==> src/rtl/core/scpd_pkg.sv <==
package scpd_pkg;

	// register map
	localparam logic [2:0] REG_WIN_BEGIN   = 3'd0;
	localparam logic [2:0] REG_WIN_END     = 3'd1;
	localparam logic [2:0] REG_INDEX_SCALE = 3'd2;
	localparam logic [2:0] REG_CENTER_OFS  = 3'd3;
	localparam logic [2:0] REG_SETPOINT    = 3'd4;
	localparam logic [2:0] REG_PROP_GAIN   = 3'd5;
	localparam logic [2:0] REG_DERIV_GAIN  = 3'd6;

	// input op codes
	localparam logic OP_SAMPLE = 1'b0;
	localparam logic OP_TICK   = 1'b1;

	// restoring divider: quotient bits
	localparam int DIV_BITS = 62;

	typedef enum logic [2:0] {
		ST_IDLE,
		ST_SETUP,
		ST_DIV,
		ST_FIN,
		ST_TICK_P,
		ST_TICK_D,
		ST_TICK_U,
		ST_OUT
	} state_t;

	// controller to datapath
	typedef struct packed {
		logic take;       // input word accepted
		logic acc;        // accumulate sample
		logic mark_empty; // empty window, hold centroid
		logic div_load;   // load divider, clear sums
		logic div_step;
		logic fin;
		logic tick_p;
		logic tick_d;
		logic tick_u;
		logic load_out;
	} cmd_t;

	// datapath to controller
	typedef struct packed {
		logic range_zero;
		logic div_last;
		logic out_free;
	} status_t;

endpackage

==> src/rtl/core/scpd_ctrl.sv <==
module scpd_ctrl (
	input  logic             clk,
	input  logic             arst_n,
	input  logic             in_valid,
	input  logic             op,
	input  logic             last_beam,
	output logic             in_ready,
	input  scpd_pkg::status_t sts,
	output scpd_pkg::cmd_t    cmd
);
	import scpd_pkg::*;

	state_t state_q, state_nxt;
	logic   accept;

	assign in_ready = (state_q == ST_IDLE);
	assign accept   = in_valid && in_ready;

	// state register
	always_ff @(posedge clk or negedge arst_n) begin
		if (!arst_n) begin
			state_q <= ST_IDLE;
		end else begin
			state_q <= state_nxt;
		end
	end

	// next state
	always_comb begin
		state_nxt = state_q;
		case (state_q)
			ST_IDLE: begin
				if (accept) begin
					if (op == OP_TICK) state_nxt = ST_TICK_P;
					else if (last_beam) state_nxt = ST_SETUP;
				end
			end
			ST_SETUP:  state_nxt = sts.range_zero ? ST_OUT : ST_DIV;
			ST_DIV:    if (sts.div_last) state_nxt = ST_FIN;
			ST_FIN:    state_nxt = ST_OUT;
			ST_TICK_P: state_nxt = ST_TICK_D;
			ST_TICK_D: state_nxt = ST_TICK_U;
			ST_TICK_U: state_nxt = ST_OUT;
			ST_OUT:    if (sts.out_free) state_nxt = ST_IDLE;
			default:   state_nxt = ST_IDLE;
		endcase
	end

	// commands
	always_comb begin
		cmd = '0;
		case (state_q)
			ST_IDLE: begin
				cmd.take = accept;
				cmd.acc  = accept && (op == OP_SAMPLE);
			end
			ST_SETUP: begin
				cmd.mark_empty = sts.range_zero;
				cmd.div_load   = !sts.range_zero;
			end
			ST_DIV:    cmd.div_step = 1'b1;
			ST_FIN:    cmd.fin      = 1'b1;
			ST_TICK_P: cmd.tick_p   = 1'b1;
			ST_TICK_D: cmd.tick_d   = 1'b1;
			ST_TICK_U: cmd.tick_u   = 1'b1;
			ST_OUT:    cmd.load_out = sts.out_free;
			default:   cmd = '0;
		endcase
	end

endmodule

==> config.mk <==
export PLATFORM = sky130hd
export DESIGN_NAME = scpd_ctrl
export DESIGN_NICKNAME = d
export VERILOG_FILES = /design/src/rtl/core/scpd_pkg.sv /design/src/rtl/core/scpd_ctrl.sv
export SDC_FILE = /design/constraint.sdc
export NUM_CORES = 1
export LEC_CHECK = 0
export ABC_AREA = 1
export CAP_MARGIN = 30
export CORE_AREA = 3 3 40 42
export DETAILED_ROUTE_END_ITERATION = 12
export DIE_AREA = 0 0 43 45
export DONT_BUFFER_PORTS = 1
export GPL_TIMING_DRIVEN = 0
export PLACE_DENSITY = 0.41
export SYNTH_ARGS = -nofsm -noshare
export SYNTH_HDL_FRONTEND = slang
export SYNTH_SLANG_ARGS = --single-unit
==> constraint.sdc <==
create_clock -name clk -period 1.3 [get_ports clk]
set_clock_uncertainty 0.1 [all_clocks]
set_input_delay 0.13 -clock clk [delete_from_list [all_inputs] [get_ports clk]]
set_output_delay 0.13 -clock clk [all_outputs]
set_load 0.03 [all_outputs]
==> results.ini, run 1 <==
[outcome]
status = finished with violations
violations = negative setup slack

[floorplanning]
io_pins = 19
fp.dieH_um = 45
rows = 13
core_mm2 = 0.00128
chipWidth_um = 43
start_util = 0.252
dieArea_mm2 = 0.00194

[cts]
cts-root-buf = clkbuf_4
htreeDepth = 1
clock_latency_ns = 0.23
clk_pin_slew_worst_paths_ns = 0.04
max-clock-path-buffers = 2
cts_tree = yes
cts.sinks = 3
numCtsBuffers = 3

[sta]
period_minus_slack_ns = 1.43
setup_violations = 12
hold_viol_final = 0
period_share = 1.10
fmax_ghz = 0.698
finalWorstSetupSlack_ns = -0.133
finalSetupTns_ns = -0.911
slew_headroom = 0.747
worst_pin_slew_ns = 0.380
rsz0062_at_grt = true
drv_slew = 0

[yosys]
synth_seq_cells = 3
synth.area.top_cells = dfrtp_1, nand2_1, inv_1
syn_inst = 55
avgSynthCellArea_um2 = 5.89
synth-edff-count = 0
synth_top_area_cell = dfrtp_1
ys.flop_type = dfrtp_1
yosysWarnings = 0
synth_top_area_frac = 0.232
async_reset_ff_frac = 1.00
synth.most_common_cell = nand2_1
netlist_top_cells_count = nand2_1, inv_1, nor2_1
synth_area_um2 = 324
syn-num-nets = 63
synth_cell_types = 13
ys_seq_area_frac = 0.232

[critical_path]
cp-end-kind = primary output
ff2ff_setup_slack_ns = -0.09
path_buf_inv = 2
worstPathMaxFanout = 8
setup.worst_path.class = reg2out
critPathSlowestCell = dfrtp_1
start_kind = flop
crit_chain = buf_6 > buf_4 > nor3_4
cp_data_arrival_time_ns = 1.20
cp_slowest_stage_delay_ns = 0.36
critical_path.top_delay_family = flip-flops
required_ns = 1.07

[place]
gp_congestion = 0.700
dp_hpwl_um = 646
placedCellCount = 70
numPortBuffers = 0

[layout]
final_util = 0.436
nets = 80
fillCellCount = 133
regMostFlops = state_q
diodes = 0
layout-drive-gt1-share = 0.592
post_layout_nonfiller_instances = 86
largest_reg_flops = 3
area_delta_synth_final_pct = 73.0
reg_top3 = state_q: 3 flops

[grt]
grtUsageTotal = 0.113
antenna_found_initial = 0
overflow = 0
grt_pass1_wl_um = 1610
grt_pass1_vias = 391
grt_max_degree = 9

[power_and_ir_drop]
leakage_uw = 0.000288
ir_drop_mv = 1.11
p_per_area_mw_per_mm2 = 2900
power_uw = 1630

[detailed_routing]
ant_nets = 0
vias = 386
post_drt_via_cell_ratio = 4.49
drt_iter0_drc = 1
avgRoutedWirePerCell_um = 10.5
drc = 0
first_pass_iters = 2
wl_um = 906

[run]
maxCapViolations = 0

[hold_path]
hp-class = in2async

[per-stage QoR]
stage,hold WS [ns],worst slack (ns),cell area (um^2)
after floorplan,-0.266,-0.00141,337
after global placement,-0.266,-0.0972,355
after detailed placement,-0.266,-0.0970,355
after CTS,0.0400,-0.187,541
after global routing,0.0326,-0.191,561
final,0.0478,-0.133,561
[repair_timing]
action,4_1_cts,5_1_grt
buffers inserted,8,2
hold endpoints to repair,3,0
hold buffers,1,0
pin swaps,6,7
setup endpoints to repair,13,14
gates cloned,1,0
gates resized for setup,24,3
[metal layers]
layer / part of all wire / GRT usage / wire [um] / vias to the layer above
met4: 0 / 0.0723 / 0 / 0
met5: 0 / 0 / 0 / -
met1: 0.37 / 0.131 / 332 / 178
met3: 0.055 / 0.0398 / 50 / 0
met2: 0.58 / 0.180 / 523 / 8
li1: - / - / - / 200
[placed cells by master (no fill, tap or decap), types with 2 or more instances in the layout]
master | Yosys | routed
nor2_1 | 10 | 3
buf_6 | 0 | 2
nor2_2 | 3 | 5
buf_4 | 1 | 9
nand4_1 | 3 | 3
inv_4 | 0 | 4
inv_2 | 3 | 3
inv_1 | 10 | 6
nand3_2 | 3 | 4
nand3_1 | 4 | 2
clkbuf_4 | 0 | 3
nand2_1 | 12 | 11
nor2_4 | 1 | 6
dfrtp_2 | 0 | 2
[layout make-up]
cell class                 count  area [um^2]  share of cell area
buffer                         1         11.3              0.0201
timing repair inverter         1         7.51              0.0134
clock buffer                   4         26.3              0.0469
tap                           15         18.8              0.0335
multi-input combinational     38          272               0.484
sequential                     3         77.6               0.138
timing repair buffer          11         88.8               0.158
inverter                      13         58.8               0.105
[path summary, 6_finish.rpt]
check | from | endpoint | depth (start not counted)
max | state_q[0] | cmd[1] | 3
min | arst_n | state_q[0] | 1
max reg2reg | state_q[0] | state_q[0] | 8
min reg2reg | state_q[1] | state_q[2] | 2
max in group asynchronous | arst_n | state_q[1] | 1
min in group clk | last_beam | state_q[1] | 4
[where the power goes]
| part | leakage (uW) | total, uW | internal, uW | switching, uW |
|---|---|---|---|---|
| clock | 0.0000150 | 160 | 115 | 45.2 |
| combinational | 0.000240 | 1230 | 447 | 780 |
| sequential | 0.0000332 | 240 | 153 | 86.4 |
[worst reg2reg max path: stages (launching register included)]
cell and delay (ns):
dfrtp_1 0.36, buf_6 0.14, nor2_4 0.17, nand3_4 0.11, buf_4 0.15, nor2_2 0.08
nor2_2 0.05, nand2_1 0.05, nand2_1 0.05
[cells by family after synthesis]
family	share of synthesized area
buffers and inverters	0.174
DFF	0.232
and+or+nand+nor	0.595
No activity file was read; power rests on OpenSTA's default activity.
==> run 2, diff against run 1 <==
- CORE_AREA: 3 3 40 42 -> 2 2 39 41
- DIE_AREA: 0 0 43 45 -> 0 0 41 43
==> results.ini, run 2 (same netlist as run 1, synthesis figures left out) <==
[detailed_routing]
avgRoutedWirePerCell_um = 10.4  ; -1.6%
post_drt_via_cell_ratio = 4.42  ; -1.4%
wl_um = 881  ; -2.8%
vias = 376  ; -2.6%
drt_iter0_drc = 2  ; +1
drc = 0  ; unchanged
ant_nets = 0  ; unchanged
first_pass_iters = 2  ; unchanged

[place]
dp_hpwl_um = 623  ; -3.5%
gp_congestion = 0.634  ; -9.3%
numPortBuffers = 0  ; unchanged
pre_cts_ws_ns = -0.0891  ; +0.00789 ns

[layout]
fillCellCount = 156  ; +17%
layout-drive-gt1-share = 0.580  ; -0.0118
layout_commonest_cell = nand2_1
nets = 78  ; -2.5%
area_delta_synth_final_pct = 78.8
multi_input_area_um2 = 287  ; +5.5%
largest_reg_flops = 3  ; unchanged
reg_top3 = state_q: 3 flops
final_util = 0.419  ; -0.0176
final-seq-area_um2 = 77.6  ; unchanged
layout_common_cells = nand2_1, nor2_4, buf_4
regMostFlops = state_q
diodes = 0  ; unchanged

[critical_path]
required_ns = 1.07  ; about the same
worstPathMaxFanout = 6  ; -2
cp_slowest_stage_delay_ns = 0.36  ; about the same
critical_path.top_delay_family = simple AND/OR/NAND/NOR gates
worst-path-stages = 4  ; +1
path_buf_inv = 1  ; -1
setup.worst_path.class = reg2out
cpMostUsedCell = nor2_4
crit_chain = buf_6 > nor2_4 > nand3_4 > nor2_4
r2r_cells = 8  ; unchanged
timing.rr.start = state_q[0]
start_kind = flop
cp-end-kind = primary output
timing.rr.end = state_q[0]
crit_path_start = state_q[0]
critPathSlowestCell = dfrtp_1
cp_data_arrival_time_ns = 1.20  ; about the same
ff2ff_setup_slack_ns = -0.09  ; about the same
crit_end = cmd[8]

[floorplanning]
core_mm2 = 0.00138  ; +7.7%
chipWidth_um = 41  ; -4.7%
dieArea_mm2 = 0.00176  ; -8.9%
io_pins = 19  ; unchanged
rows = 14  ; +1
start_util = 0.234  ; -0.0180
fp.dieH_um = 43  ; -4.4%

[sta]
slew_headroom = 0.768  ; +0.0214
period_minus_slack_ns = 1.43  ; +0.000998 ns
period_share = 1.10  ; about the same
finalSetupTns_ns = -1.04  ; -0.133 ns
drv_slew = 0  ; unchanged
finalWorstSetupSlack_ns = -0.134  ; -0.000998 ns
rsz0062_at_grt = true
setup_violations = 13  ; +1
fmax_ghz = 0.697  ; about the same
worst_pin_slew_ns = 0.347  ; -0.0329 ns
hold_viol_final = 0  ; unchanged

[cts]
clock_latency_ns = 0.23  ; about the same
cts_tree = yes
numCtsBuffers = 3  ; unchanged
clk_pin_slew_worst_paths_ns = 0.04  ; about the same
htreeDepth = 1  ; unchanged
cts-root-buf = clkbuf_4
max-clock-path-buffers = 2  ; unchanged
cts.sinks = 3  ; unchanged

[grt]
overflow = 0  ; unchanged
antenna_found_initial = 0  ; unchanged
grt_max_degree = 7  ; -2
grt_pass1_vias = 358  ; -8.4%
grt_pass1_wl_um = 1350  ; -16%
grtUsageTotal = 0.114  ; +0.000140

[power_and_ir_drop]
ir_drop_mv = 1.15  ; +3.2%
leakage_uw = 0.000291  ; +0.93%
p_per_area_mw_per_mm2 = 2890  ; -0.34%

[run]
maxCapViolations = 0  ; unchanged

[hold_path]
hp-class = in2async

[outcome]
violations = negative setup slack
status = finished with violations

==> run 2: changes by cell type in the layout (fill, tap and decap cells not counted), moves of 2 or more <==
cell,before,now
nor2_2,5,1
nor2_4,6,9
inv_4,4,2
buf_4,9,7
==> run 2: final cells by class <==
class / count / area share
Tap cell: 16 / 0.0346
Sequential cell: 3 / 0.134
Timing Repair inverter: 1 / 0.0108
Clock buffer: 4 / 0.0454
Inverter: 13 / 0.119
Multi-Input combinational cell: 38 / 0.495
Buffer: 1 / 0.0194
Timing Repair Buffer: 9 / 0.143
==> run 2: what timing repair did <==
| action | 4_1_cts | 5_1_grt |
|---|---|---|
| resized for setup | 28 | 5 |
| setup endpoints to repair | 13 | 14 |
| hold buffers | 1 | 0 |
| pin swaps | 10 | 8 |
| buffers inserted | 8 | 0 |
| endpoints found under the hold margin | 3 | 0 |
| cloned | 1 | 0 |
==> run 2: worst min path at each step <==
stage	from	to	slack, ns	cells past startpoint
2_1_floorplan	arst_n	state_q[0]	-0.27	0
3_3_place_gp	arst_n	state_q[0]	-0.27	0
3_5_place_dp	arst_n	state_q[0]	-0.27	0
4_1_cts	arst_n	state_q[2]	0.04	1
5_1_grt	arst_n	state_q[2]	0.07	1
6_report	arst_n	state_q[2]	0.05	1
==> run 2: worst reg2reg max path, cell delays in order, from the launching register on <==
cell and delay (ns):
dfrtp_1 0.36, buf_6 0.14, nor2_4 0.18, nand3_4 0.11
buf_4 0.16, nor2_4 0.07, nor2_2 0.05, nand2_1 0.05
nand2_1 0.06
==> run 2: report_power, final <==
part / internal, uW / leakage (uW) / switching [uW]
registers: 153 / 0.0000332 / 101
clock network: 115 / 0.0000150 / 45.2
logic: 458 / 0.000243 / 803
==> run 2: through the flow <==
step	hold WS (ns)	area [um^2]	total power, uW	instances
finish	0.0509	579	1680	85
global route	0.0690	579	1820	85
CTS	0.0421	561	1630	85
detailed placement	-0.266	357	1040	71
global placement	-0.266	357	1050	71
floorplan	-0.266	337	921	55
==> run 2: routing by layer <==
| metal | vias up | part of all wire | global-route usage |
|---|---|---|---|
| met5 | - | 0 | 0 |
| met4 | 0 | 0 | 0.0600 |
| met3 | 0 | 0.048 | 0.0157 |
| met2 | 9 | 0.58 | 0.194 |
| met1 | 172 | 0.38 | 0.126 |
| li1 | 195 | - | - |
