`src/rtl/core/scpd_pkg.sv`:
```
package scpd_pkg;

	// register map
	localparam logic [2:0] REG_WIN_BEGIN   = 3'd0;
	localparam logic [2:0] REG_WIN_END     = 3'd1;
	localparam logic [2:0] REG_INDEX_SCALE = 3'd2;
	localparam logic [2:0] REG_CENTER_OFS  = 3'd3;
	localparam logic [2:0] REG_SETPOINT    = 3'd4;
	localparam logic [2:0] REG_PROP_GAIN   = 3'd5;
	localparam logic [2:0] REG_DERIV_GAIN  = 3'd6;

	// input op codes
	localparam logic OP_SAMPLE = 1'b0;
	localparam logic OP_TICK   = 1'b1;

	// restoring divider: quotient bits
	localparam int DIV_BITS = 62;

	typedef enum logic [2:0] {
		ST_IDLE,
		ST_SETUP,
		ST_DIV,
		ST_FIN,
		ST_TICK_P,
		ST_TICK_D,
		ST_TICK_U,
		ST_OUT
	} state_t;

	// controller to datapath
	typedef struct packed {
		logic take;       // input word accepted
		logic acc;        // accumulate sample
		logic mark_empty; // empty window, hold centroid
		logic div_load;   // load divider, clear sums
		logic div_step;
		logic fin;
		logic tick_p;
		logic tick_d;
		logic tick_u;
		logic load_out;
	} cmd_t;

	// datapath to controller
	typedef struct packed {
		logic range_zero;
		logic div_last;
		logic out_free;
	} status_t;

endpackage

```
`src/rtl/core/scpd_datapath.sv`:
```
module scpd_datapath #(
	parameter int MAX_BEAMS = 2048
) (
	input  logic               clk,
	input  logic               arst_n,
	// config
	input  logic               cfg_we,
	input  logic [2:0]         cfg_index,
	input  logic [15:0]        cfg_data,
	// input word
	input  logic               op,
	input  logic [15:0]        range_value,
	input  logic               last_beam,
	// output word
	output logic               out_valid,
	input  logic               out_ready,
	output logic               kind,
	output logic signed [14:0] centroid_norm,
	output logic signed [15:0] steering,
	output logic               empty_scan,
	output logic               clamped,
	// control
	input  scpd_pkg::cmd_t     cmd,
	output scpd_pkg::status_t  sts
);
	import scpd_pkg::*;

	localparam int CW = $clog2(MAX_BEAMS);

	// config registers
	logic        [10:0] win_begin_q, win_end_q, index_scale_q;
	logic signed [14:0] center_ofs_q, setpoint_q;
	logic        [15:0] prop_gain_q, deriv_gain_q;

	// scan state
	logic [CW-1:0] beam_cnt_q;
	logic [47:0]   moment_q;
	logic [31:0]   range_sum_q;
	logic signed [14:0] centroid_q;
	logic signed [16:0] prev_err_q;

	// divider
	logic [DIV_BITS-1:0] num_q;
	logic [43:0]         dvs_q;
	logic [43:0]         rem_q;
	logic [5:0]          div_cnt_q;

	// tick
	logic signed [16:0] err_q;
	logic signed [33:0] pterm_q;
	logic signed [34:0] dterm_q;

	// result
	logic               kind_q, empty_q, clamp_q;
	logic signed [15:0] steer_q;
	logic               out_valid_q;

	logic        [15:0] idx16;
	logic               in_win;
	logic        [31:0] prod;
	logic        [10:0] scale_eff;
	logic        [42:0] dprod;
	logic        [44:0] trial;
	logic               qbit;
	logic signed [63:0] cdiff;
	logic signed [14:0] cnew;
	logic signed [16:0] err_c;
	logic signed [17:0] derr;
	logic signed [39:0] u40;
	logic signed [39:0] urnd;

	// config writes
	always_ff @(posedge clk or negedge arst_n) begin
		if (!arst_n) begin
			win_begin_q   <= 11'd140;
			win_end_q     <= 11'd940;
			index_scale_q <= 11'd400;
			center_ofs_q  <= 15'sd5530;
			setpoint_q    <= 15'sd0;
			prop_gain_q   <= 16'd6963;
			deriv_gain_q  <= 16'd10240;
		end else if (cfg_we) begin
			case (cfg_index)
				REG_WIN_BEGIN:   win_begin_q   <= cfg_data[10:0];
				REG_WIN_END:     win_end_q     <= cfg_data[10:0];
				REG_INDEX_SCALE: index_scale_q <= cfg_data[10:0];
				REG_CENTER_OFS:  center_ofs_q  <= cfg_data[14:0];
				REG_SETPOINT:    setpoint_q    <= cfg_data[14:0];
				REG_PROP_GAIN:   prop_gain_q   <= cfg_data;
				REG_DERIV_GAIN:  deriv_gain_q  <= cfg_data;
				default: ;
			endcase
		end
	end

	// window test and moment product
	assign idx16  = 16'(beam_cnt_q);
	assign in_win = (idx16 >= 16'(win_begin_q)) && (idx16 < 16'(win_end_q));
	assign prod   = 32'(idx16) * 32'(range_value);

	// accumulation, beam counter
	always_ff @(posedge clk or negedge arst_n) begin
		if (!arst_n) begin
			beam_cnt_q  <= '0;
			moment_q    <= '0;
			range_sum_q <= '0;
		end else begin
			if (cmd.acc) begin
				if (in_win) begin
					range_sum_q <= range_sum_q + 32'(range_value);
					moment_q    <= moment_q + 48'(prod);
				end
				if (last_beam || beam_cnt_q == CW'(MAX_BEAMS - 1)) beam_cnt_q <= '0;
				else beam_cnt_q <= beam_cnt_q + 1'b1;
			end
			if (cmd.div_load || cmd.mark_empty) begin
				moment_q    <= '0;
				range_sum_q <= '0;
			end
		end
	end

	// divisor product, zero scale counts as one
	assign scale_eff = (index_scale_q == '0) ? 11'd1 : index_scale_q;
	assign dprod     = 43'(range_sum_q) * 43'(scale_eff);

	// restoring divider step
	assign trial = {rem_q, num_q[DIV_BITS-1]};
	assign qbit  = (trial >= 45'(dvs_q));

	always_ff @(posedge clk) begin
		if (cmd.div_load) begin
			num_q     <= {1'b0, moment_q, 13'd0} + DIV_BITS'(dprod);
			dvs_q     <= {dprod, 1'b0};
			rem_q     <= '0;
			div_cnt_q <= '0;
		end else if (cmd.div_step) begin
			rem_q     <= qbit ? 44'(trial - 45'(dvs_q)) : trial[43:0];
			num_q     <= {num_q[DIV_BITS-2:0], qbit};
			div_cnt_q <= div_cnt_q + 1'b1;
		end
	end

	// offset and saturate
	assign cdiff = $signed({2'b00, num_q}) - 64'(center_ofs_q);
	always_comb begin
		if (cdiff > 64'sd16383) cnew = 15'sd16383;
		else if (cdiff < -64'sd16384) cnew = -15'sd16384;
		else cnew = cdiff[14:0];
	end

	// PD terms
	assign err_c = 17'(centroid_q) - 17'(setpoint_q);
	assign derr  = 18'(err_q) - 18'(prev_err_q);
	assign u40   = 40'(pterm_q) + (40'(dterm_q) <<< 4);
	assign urnd  = (u40 + 40'sd512) >>> 10;

	always_ff @(posedge clk or negedge arst_n) begin
		if (!arst_n) begin
			centroid_q <= '0;
			prev_err_q <= '0;
		end else begin
			if (cmd.fin) centroid_q <= cnew;
			if (cmd.tick_u) prev_err_q <= err_q;
		end
	end

	always_ff @(posedge clk) begin
		if (cmd.tick_p) begin
			err_q   <= err_c;
			pterm_q <= $signed({1'b0, prop_gain_q}) * err_c;
		end
		if (cmd.tick_d) dterm_q <= $signed({1'b0, deriv_gain_q}) * derr;
	end

	// result fields
	always_ff @(posedge clk) begin
		if (cmd.take) begin
			kind_q  <= op;
			steer_q <= '0;
			clamp_q <= 1'b0;
			empty_q <= 1'b0;
		end
		if (cmd.mark_empty) empty_q <= 1'b1;
		if (cmd.tick_u) begin
			if (u40 > 40'sd16777216) begin
				steer_q <= 16'sd16384;
				clamp_q <= 1'b1;
			end else if (u40 < -40'sd16777216) begin
				steer_q <= -16'sd16384;
				clamp_q <= 1'b1;
			end else begin
				steer_q <= urnd[15:0];
				clamp_q <= 1'b0;
			end
		end
	end

	// output register
	always_ff @(posedge clk or negedge arst_n) begin
		if (!arst_n) begin
			out_valid_q <= 1'b0;
		end else if (cmd.load_out) begin
			out_valid_q <= 1'b1;
		end else if (out_ready) begin
			out_valid_q <= 1'b0;
		end
	end

	always_ff @(posedge clk) begin
		if (cmd.load_out) begin
			kind          <= kind_q;
			centroid_norm <= centroid_q;
			steering      <= steer_q;
			empty_scan    <= empty_q;
			clamped       <= clamp_q;
		end
	end

	assign out_valid      = out_valid_q;
	assign sts.range_zero = (range_sum_q == '0);
	assign sts.div_last   = (div_cnt_q == 6'(DIV_BITS - 1));
	assign sts.out_free   = !out_valid_q || out_ready;

endmodule

```
`config.mk`:
```
export PLATFORM = sky130hd
export DESIGN_NAME = scpd_datapath
export DESIGN_NICKNAME = d
export VERILOG_FILES = /design/src/rtl/core/scpd_pkg.sv /design/src/rtl/core/scpd_datapath.sv
export SDC_FILE = /design/constraint.sdc
export NUM_CORES = 2
export LEC_CHECK = 0
export BUFFER_PORTS_ARGS = -buffer_cell sky130_fd_sc_hd__buf_4
export CAP_MARGIN = 15
export CORE_UTILIZATION = 45
export CTS_BUF_LIST = sky130_fd_sc_hd__clkbuf_4
export DETAILED_ROUTE_END_ITERATION = 6
export GPL_TIMING_DRIVEN = 0
export PLACE_DENSITY = 0.69
export SLEW_MARGIN = 20
export SYNTH_ARGS = -nofsm -noshare
export SYNTH_HDL_FRONTEND = slang
export SYNTH_SLANG_ARGS = --single-unit
export TNS_END_PERCENT = 30
```
`constraint.sdc`:
```
create_clock -name clk -period 14.6 [get_ports clk]
set_input_delay 2.92 -clock clk [delete_from_list [all_inputs] [get_ports clk]]
set_output_delay 2.92 -clock clk [all_outputs]
set_load 0.005 [all_outputs]
```
==> impl_metrics.xml <==
<?xml version="1.0" encoding="UTF-8"?>
<metrics>
  <group name="finish">
    <metric name="layout_common_cells" unit="">inv_1, fa_1, nand2_1</metric>
    <metric name="post_layout_nets" unit="">9434</metric>
    <metric name="layout_commonest_cell" unit="">inv_1</metric>
    <metric name="area_growth" unit="%">7.552</metric>
    <metric name="utilization" unit="%">49.02</metric>
    <metric name="drive_gt1_share" unit="%">6.740</metric>
  </group>
  <group name="worst_setup_path">
    <metric name="max_stage_delay" unit="ns">0.96</metric>
    <metric name="crit_slowest_cell" unit="">a211oi_1</metric>
    <metric name="rrSetupSlack" unit="ns">3.17</metric>
    <metric name="setup.worst_path.class" unit="">reg2reg</metric>
    <metric name="regToRegStartpoint" unit="">err_q[1]</metric>
    <metric name="critPathCaptureType" unit="">register</metric>
    <metric name="crit_path_start_kind" unit="">register</metric>
    <metric name="critical_path.endpoint" unit="">dterm_q[34]</metric>
    <metric name="ff2ff_path_depth" unit="">36</metric>
    <metric name="crit_fanout" unit="">10</metric>
    <metric name="worst_ep_arrival_time" unit="ns">12.25</metric>
    <metric name="critPathRequiredTime" unit="ns">15.41</metric>
    <metric name="worstSetupStartpoint" unit="">err_q[1]</metric>
    <metric name="r2r_end" unit="">dterm_q[34]</metric>
  </group>
  <group name="synthesis">
    <metric name="synthDominantAreaCellType" unit="">fa_1</metric>
    <metric name="postSynthRegisterBits" unit="">510</metric>
    <metric name="cell_area_synth" unit="mm²">0.06964</metric>
    <metric name="yosysSeqAreaShare" unit="%">19.74</metric>
    <metric name="synth_flop_cell" unit="">edfxtp_1</metric>
    <metric name="synth_fp_nets" unit="">9199</metric>
    <metric name="synthCells" unit="">7641</metric>
    <metric name="postSynth.asyncResetShare" unit="%">42.75</metric>
    <metric name="yosys_warnings" unit="">0</metric>
    <metric name="synth_cell_types" unit="">95</metric>
    <metric name="yosysTopAreaCellShare" unit="%">26.02</metric>
    <metric name="syn_area_per_cell" unit="µm²">9.114</metric>
    <metric name="synth.area.top_cells" unit="">fa_1, ha_1, edfxtp_1</metric>
    <metric name="synth_enable_flop_cells" unit="">241</metric>
  </group>
  <group name="global_routing">
    <metric name="maximum_number_of_pins_on_one_net_before_global_route_repair" unit="">97</metric>
    <metric name="number_of_antenna_violations_at_the_first_check_in_global_routing" unit="">10</metric>
    <metric name="grt_use_total" unit="%">26.48</metric>
    <metric name="grt_overflow" unit="">0</metric>
    <metric name="grt_first_pass_wirelength" unit="mm">322.6</metric>
    <metric name="grt_pass1_vias" unit="">57250</metric>
  </group>
  <group name="drt">
    <metric name="drcViolationCount" unit="">0</metric>
    <metric name="remaining_number_of_nets_flagged_by_the_antenna_check_after_routing" unit="">0</metric>
    <metric name="wl" unit="mm">204.7</metric>
    <metric name="drt-pass1-iter-count" unit="">6</metric>
    <metric name="route.detailed.wl_per_inst" unit="µm">20.40</metric>
    <metric name="routed_via_density" unit="">5.576</metric>
    <metric name="drtIter0Drc" unit="">4183</metric>
    <metric name="via_count" unit="">55970</metric>
  </group>
  <group name="die">
    <metric name="io-pin-count" unit="">89</metric>
    <metric name="die_w" unit="µm">395.4</metric>
    <metric name="std_cell_rows" unit="">143</metric>
    <metric name="floorplan.initialDensity" unit="%">45.57</metric>
    <metric name="dieArea" unit="mm²">0.1563</metric>
    <metric name="die_y" unit="µm">395.4</metric>
    <metric name="core_area" unit="mm²">0.1528</metric>
  </group>
  <group name="clock_tree">
    <metric name="clkTransAtPathRegs" unit="ns">0.07</metric>
    <metric name="maximum_level_of_the_cts_h_tree" unit="">4</metric>
    <metric name="cts_tree" unit="">done</metric>
    <metric name="post-cts-setup-buffer-count" unit="">0</metric>
    <metric name="postCtsResizedCells" unit="">0</metric>
    <metric name="cts_buffers" unit="">145</metric>
    <metric name="clk_root_buffer_cell" unit="">clkbuf_4</metric>
    <metric name="clk_latency" unit="ns">1.12</metric>
    <metric name="cts.sink_count" unit="">510</metric>
    <metric name="cts_hold_buffers" unit="">0</metric>
    <metric name="max-clock-path-buffers" unit="">3</metric>
  </group>
  <group name="place">
    <metric name="place.port_buffers" unit="">83</metric>
    <metric name="finalWeightedCongestion" unit="">0.9940</metric>
    <metric name="dp_worst_setup_slack" unit="ns">3.474</metric>
    <metric name="dpl.hpwl" unit="mm">166.4</metric>
  </group>
  <group name="timing">
    <metric name="fin_skew" unit="ns">0.09018</metric>
    <metric name="timing.final.ws_setup" unit="ns">3.166</metric>
    <metric name="tns" unit="ns">0</metric>
    <metric name="rsz0062_at_grt" unit="">false</metric>
    <metric name="final-max-slew-violation-count" unit="">0</metric>
    <metric name="period_needed" unit="ns">11.43</metric>
    <metric name="hold_violations" unit="">0</metric>
    <metric name="final-setup-viol-count" unit="">0</metric>
    <metric name="timing.final.crit_share" unit="%">78.32</metric>
    <metric name="fin_worst_hold_slack" unit="ns">0.4096</metric>
    <metric name="fmax" unit="GHz">0.08746</metric>
    <metric name="maxSlewHeadroom" unit="%">19.27</metric>
    <metric name="max_slew.worst_pin.slew" unit="ns">1.211</metric>
  </group>
  <group name="status">
    <metric name="outcome" unit="">finished clean</metric>
  </group>
  <group name="flow_run">
    <metric name="maxCapViolations" unit="">0</metric>
  </group>
  <group name="worst_hold_path">
    <metric name="worst_hold_path_type" unit="">reg2reg</metric>
  </group>
</metrics>
## metal layers
layer	wire length, µm	GRT usage, %	share of wire (%)	up-vias
met2	96480	43.64	47	2038
met3	14070	5.001	6.9	477
li1	-	-	-	25610
met1	84020	33.62	41	27840
met4	10090	12.16	4.9	6
met5	63	0	0.031	-
## registers in the layout (all words and copies together) (netlist names), 16 cells and up
signal	flops
steer_q	16
rem_q	44
deriv_gain_q	16
steering	16
prev_err_q	16
dterm_q	35
range_sum_q	32
prop_gain_q	16
err_q	16
pterm_q	33
dvs_q	43
num_q	62
moment_q	48
## worst max-delay path, delay by kind of cell (launching register included)
family | cells | cell delay, ns
compound gates | 20 | 5.52
fa+ha+maj | 8 | 3.73
buf+inv | 5 | 0.81
flops | 1 | 0.44
xor+xnor | 1 | 0.32
simple gates | 2 | 0.31
## kinds of logic (layout without fill, tap and decap cells)
group	after synthesis	in the layout	share of synthesized area, %
xor gates and xnor gates	322	322	4.050
adders and majority gates	1507	1507	36.83
other	0	11	0
buffers and inverters	1570	1926	8.531
AOI/OAI and AO/OA	1274	1274	11.85
and+or+nand+nor	2288	2288	16.36
muxes	170	170	2.634
DFF	510	510	19.74
## worst min-delay path by stage
stage | startpoint | to | depth (start not counted)
finish | steer_q[11] | steering[11] | 0
global route | steer_q[13] | steering[13] | 0
CTS | steer_q[13] | steering[13] | 0
detailed placement | steer_q[6] | steering[6] | 0
global placement | steer_q[0] | steering[0] | 0
floorplan | clamp_q | clamped | 0
## final cells by class
type                    instances  area [µm²]
fillers                     14440       77900
well taps                    2030        2540
diodes                         11       27.53
multi-input cells            5561       49970
repair buffers                 88       744.5
flip-flops and latches        510       13750
inverters                    1241        4661
clock inverters                52       302.8
plain buffers                 329        1282
clock buffers                 216        1622
## metrics by stage
| step | cells | instance area (µm²) |
|---|---|---|
| finish | 10040 | 74900 |
| detailed placement | 9759 | 72940 |
| global route | 10030 | 74890 |
| CTS | 10030 | 74860 |
| global placement | 9754 | 72800 |
| floorplan | 7641 | 69640 |
## synth_stat cells, types with 58 or more instances
| library cell | instances |
|---|---|
| a211oi_1 | 70 |
| a21o_1 | 150 |
| a21oi_1 | 358 |
| and2_1 | 448 |
| clkbuf_1 | 294 |
| dfrtp_1 | 189 |
| edfxtp_1 | 241 |
| fa_1 | 905 |
| ha_1 | 602 |
| inv_1 | 1241 |
| mux2_2 | 106 |
| mux2i_1 | 64 |
| nand2_1 | 797 |
| nand2b_1 | 62 |
| nand3_1 | 132 |
| nand4_1 | 58 |
| nor2_1 | 357 |
| nor2b_1 | 128 |
| nor3_1 | 65 |
| o21ai_0 | 276 |
| o21bai_1 | 62 |
| xnor2_1 | 209 |
| xor2_1 | 113 |
Power is not shown: default switching activity piles up to over one toggle a cycle in this logic, so the estimate is an artifact.
